$ cat config.mk
export PLATFORM = sky130hd
export DESIGN_NAME = upst_ram
export DESIGN_NICKNAME = d
export VERILOG_FILES = /design/src/sv/upst_ram.sv
export SDC_FILE = /design/constraint.sdc
export NUM_CORES = 2
export LEC_CHECK = 0
export BUFFER_PORTS_ARGS = -buffer_cell sky130_fd_sc_hd__buf_2
export CAP_MARGIN = 15
export CORE_ASPECT_RATIO = 0.9
export CORE_MARGIN = 3
export CORE_UTILIZATION = 30
export DETAILED_ROUTE_END_ITERATION = 6
export PLACE_DENSITY_LB_ADDON = 0.12
export SYNTH_ARGS = -nofsm -noshare
export SYNTH_HDL_FRONTEND = slang
export SYNTH_SLANG_ARGS = --single-unit
$ cat constraint.sdc
create_clock -name clk -period 9.9 [get_ports clk]
set_clock_uncertainty 0.15 [all_clocks]
set_input_delay 1.98 -clock clk [delete_from_list [all_inputs] [get_ports clk]]
set_output_delay 1.98 -clock clk [all_outputs]
set_load 0.1 [all_outputs]
$ cat src/sv/upst_ram.sv
`timescale 1ns / 1ps

// Simple dual-port RAM: one write port, one read port with registered data.
module upst_ram #(
    parameter int WIDTH = 64,
    parameter int DEPTH = 64
) (
    input  logic                     clk,
    input  logic                     we,
    input  logic [$clog2(DEPTH)-1:0] waddr,
    input  logic [WIDTH-1:0]         wdata,
    input  logic [$clog2(DEPTH)-1:0] raddr,
    output logic [WIDTH-1:0]         rdata
);
    logic [WIDTH-1:0] mem [DEPTH];
    logic [WIDTH-1:0] rdata_reg;

    // Write port and registered read port; a read of the written address
    // returns the old word.
    always_ff @(posedge clk)
    begin
        if (we)
        begin
            mem[waddr] <= wdata;
        end
        rdata_reg <= mem[raddr];
    end

    assign rdata = rdata_reg;
endmodule

==> flow_results.org <==
** Outcome
- Outcome :: complete, no violations

** Placement
- Once placement finished, the instance area stood at 0.167 sq mm.
- # port buffers :: 141
- Counting tap cells, the placed design contains a total of 13,493 instances.
- Gp weighted congestion :: 0.712
- Detailed Place HPWL :: 246,000 um

** Layout
- Ratio of cells with drive above 1 in the final layout :: 0.283
- From synthesis to final layout, the design area changed by 16.1%.
- Util after Layout :: 0.351
- Count of nets after finishing :: 7,114
- The layout has 47,601 filler cells.
- The register with the most flip-flops in the layout has 4,096 of them.
- Summed area of non-filler cells in the final layout :: 0.182 sq mm
- After the flow finishes, the layout carries non-filler instances totaling 14,383.

** GRT
- The via count of the first global-routing pass is 77,232.
- The first global-routing pass estimated 685,000 um of wire.
- Entering global routing, the biggest net connects 99 pins.
- The number of antenna violations at the first check in global routing came to 60.
- Overall routing resource usage :: 0.187
- Global-route congestion overflow total :: 0

** Worst setup path
- Data arrival at the endpoint of the critical path :: 5.47 ns
- CP Data Required Time :: 10.57 ns
- The setup path with the least slack is of type input port to flip-flop.
- Along the worst path, the maximum fanout reaches 91.
- Startpoint kind of the worst setup timing path :: input port
- Endpoint type of the worst setup path :: flip-flop

** Yosys
- The cell area that synthesis handed to floorplanning was 0.156 sq mm.
- Proportion of synthesized chip area in sequential cells :: 0.795
- Synth Instances :: 6,598
- Count of synthesis-stage warnings from yosys :: 0
- In this run, distinct cell masters in the synthesized netlist total 33.
- Net count of the mapped netlist :: 6,676
- Avg Inst Size Synth :: 23.7 sq um
- The most used flip-flop cell after synthesis is sky130_fd_sc_hd__edfxtp_1.
- In this run, synthesis inferred 4,096 flip-flops with an integrated enable.
- Of all flip-flops after synthesis, the portion carrying an async set or reset was 0.
- The synthesized design contains 4,160 register bits.

** CTS
- CTS built an H-tree with a depth of 5.
- Number of buffers created by CTS :: 456
- Root cell of the clock tree :: sky130_fd_sc_hd__clkbuf_16
- Counting every sink on the clock net gives 4,160.
- Clock tree buffer depth :: 4
- Hold buffer count at cts :: 0
- After clock tree synthesis, the clock-pin slew on the worst setup and hold paths is 0.06 ns.
- CTS tree :: built
- In this run the post-CTS setup repair buffer count came out at 0.
- Clock latency reported for the late side of the worst-skew pair :: 0.99 ns
- Resized cells post-CTS :: 0

** Detailed routing
- In the final routed layout, each cell accounts on average for 35.2 um.
- For this block, the initial DRC count from the detailed router was 7,801.
- Via total after detailed routing :: 74,451
- For this run, the detailed router's first-pass iteration total came to 5.
- Average vias per placed instance :: 5.18
- The final layout contains routed wiring with a total length of 506,000 um.
- Number of routed nets with antenna violations :: 0
- Post-detailed-route DRC marker count :: 0

** STA
- The total count of max-transition violations in the final report was 0.
- Of the available clock period, the critical path in the final layout requires 0.485.
- Hold is met by 0.696 ns.
- Setup repair after global routing missed its margin :: false
- The final hold violation count came to 0.
- Upper clock frequency limit :: 208 MHz
- Setup total negative slack on the finished layout was measured at 0 ns.
- Count of final setup violators :: 0
- Relative max-transition margin :: 0.212
- For the pin with the worst max-slew slack, the measured transition is 1.18 ns.
- The smallest clock period supported by the final layout is computed as 4.80 ns.

** Floorplanning
- The die covers 0.530 sq mm.
- In this run the standard cell core region covers 0.517 sq mm.
- Count of standard-cell rows :: 250
- For this design the top-level I/O count stands at 142.
- From bottom edge to top edge, the die measures 691 um.
- The die is 767 um wide.
- Initial Util :: 0.302

** Power
- The analysis attributes to net switching a power of 8.45 mW.
- Sequential power share :: 0.515
- The worst-case IR drop observed on VDD is 0.176 mV.
- Switching portion of total power :: 0.222
- Internal power comes to 29.6 mW.
- Combinational power share :: 0.052
- Leakage Power :: 55.6 nW
- Cell area power density :: 210 mW/mm^2
- The share of total power dissipated in the clock network is 0.432.

** Flow run
- Max-Cap Viols :: 0

** Worst hold path
- Class of the worst hold path :: flip-flop to flip-flop
-- cell usage after synthesis (all sizes together), types with 29 or more instances --
library cell / number / share of area
edfxtp: 4096 / 0.79
nand3: 45 / 0.0014
a211oi: 63 / 0.0030
o221ai: 38 / 0.0021
nand2: 58 / 0.0014
a22oi: 168 / 0.0081
and3: 64 / 0.0026
mux2i: 135 / 0.0086
dfxtp: 64 / 0.0082
clkbuf: 140 / 0.0034
or3: 29 / 0.0012
a22o: 88 / 0.0049
mux4: 1024 / 0.15
o22ai: 83 / 0.0033
buf: 230 / 0.0080
nor2: 112 / 0.0027
-- routing by layer --
metal  global-route usage  routed length, um  share of wire  vias up
met3               0.0237              24700          0.049      604
met5                    0                 62        0.00012        -
li1                     -                  -              -    29495
met4               0.0381              10700          0.021       10
met1                0.262             222000           0.44    42204
met2                0.315             249000           0.49     2138
-- path summary, 6_finish.rpt --
kind          startpoint        end  slack [ns]  depth (start not counted)
max             raddr[0]  rdata[35]        5.10                          8
min          mem[47][30]  rdata[30]        0.70                          4
max reg2reg  mem[13][34]  rdata[34]        7.56                          5
min reg2reg  mem[47][30]  rdata[30]        0.70                          4
-- worst max-delay path: stages --
cell and delay [ns]:
sky130_fd_sc_hd__buf_12 0.52, sky130_fd_sc_hd__buf_12 0.58, sky130_fd_sc_hd__buf_4 0.68, sky130_fd_sc_hd__mux4_2 0.58, sky130_fd_sc_hd__mux2i_1 0.15, sky130_fd_sc_hd__o22ai_1 0.13, sky130_fd_sc_hd__a41oi_1 0.39, sky130_fd_sc_hd__a211oi_1 0.07
-- layout by cell type (no fill, tap or decap), types with 4 or more instances in the layout --
| cell | instances |
|---|---|
| sky130_fd_sc_hd__clkbuf_16 | 462 |
| sky130_fd_sc_hd__bufinv_16 | 25 |
| sky130_fd_sc_hd__nand2b_1 | 9 |
| sky130_fd_sc_hd__o221ai_1 | 38 |
| sky130_fd_sc_hd__clkinv_2 | 73 |
| sky130_fd_sc_hd__nand3_1 | 45 |
| sky130_fd_sc_hd__clkbuf_1 | 131 |
| sky130_fd_sc_hd__nand2_1 | 54 |
| sky130_fd_sc_hd__edfxtp_1 | 4096 |
| sky130_fd_sc_hd__clkinv_1 | 91 |
| sky130_fd_sc_hd__clkbuf_8 | 40 |
| sky130_fd_sc_hd__buf_12 | 75 |
| sky130_fd_sc_hd__mux2i_1 | 135 |
| sky130_fd_sc_hd__a22o_1 | 88 |
| sky130_fd_sc_hd__clkinv_8 | 7 |
| sky130_fd_sc_hd__a211oi_1 | 63 |
| sky130_fd_sc_hd__a22oi_1 | 168 |
| sky130_fd_sc_hd__nor2_4 | 65 |
| sky130_fd_sc_hd__buf_2 | 138 |
| sky130_fd_sc_hd__inv_6 | 6 |
| sky130_fd_sc_hd__buf_4 | 133 |
| sky130_fd_sc_hd__diode_2 | 31 |
| sky130_fd_sc_hd__nor2_1 | 47 |
| sky130_fd_sc_hd__a31oi_1 | 18 |
| sky130_fd_sc_hd__mux4_2 | 1024 |
| sky130_fd_sc_hd__nor2b_1 | 24 |
| sky130_fd_sc_hd__a41oi_1 | 26 |
| sky130_fd_sc_hd__or3_1 | 29 |
| sky130_fd_sc_hd__dfxtp_1 | 64 |
| sky130_fd_sc_hd__and3_1 | 64 |
| sky130_fd_sc_hd__or2_2 | 28 |
| sky130_fd_sc_hd__o22ai_1 | 83 |
| sky130_fd_sc_hd__clkinv_16 | 4 |
| sky130_fd_sc_hd__inv_1 | 19 |
| sky130_fd_sc_hd__a2bb2oi_1 | 19 |
-- cell families after synthesis --
logic type,Yosys count,synth area share
buffers and inverters,389,0.0118
flip-flops,4160,0.795
AND/OR/NAND/NOR,386,0.0124
AO/OA/AOI/OAI,504,0.0248
multiplexers,1159,0.156
-- metrics by stage --
| stage | worst slack (ns) | power (mW) |
|---|---|---|
| finish | 5.10 | 38.1 |
| global route | 4.79 | 39.3 |
| CTS | 5.02 | 38.6 |
| detailed placement | 3.89 | 22.0 |
| global placement | 3.94 | 22.0 |
| floorplan | 2.33 | 21.1 |
-- final cells by class --
class	count	area (sq um)	area share
Clock inverter	211	1800	0.00989
Sequential cell	4160	124000	0.685
Tap cell	6930	8670	0.0478
Multi-Input combinational cell	2049	30800	0.170
Antenna cell	31	77.6	0.000427
Inverter	19	71.3	0.000393
Clock buffer	633	12600	0.0694
Timing Repair Buffer	350	3280	0.0180
-- power by group through the flow --
| stage | logic [mW] | registers, mW | clock network, mW |
|---|---|---|---|
| 3_3_place_gp | 2.01 | 20.0 | 0 |
| 3_5_place_dp | 2.03 | 20.0 | 0 |
| 4_1_cts | 2.03 | 19.6 | 16.9 |
| 5_1_grt | 2.12 | 19.6 | 17.6 |
| 2_1_floorplan | 0.908 | 20.2 | 0 |
| 6_report | 1.99 | 19.6 | 16.5 |
(Power assumes the default switching activity.)
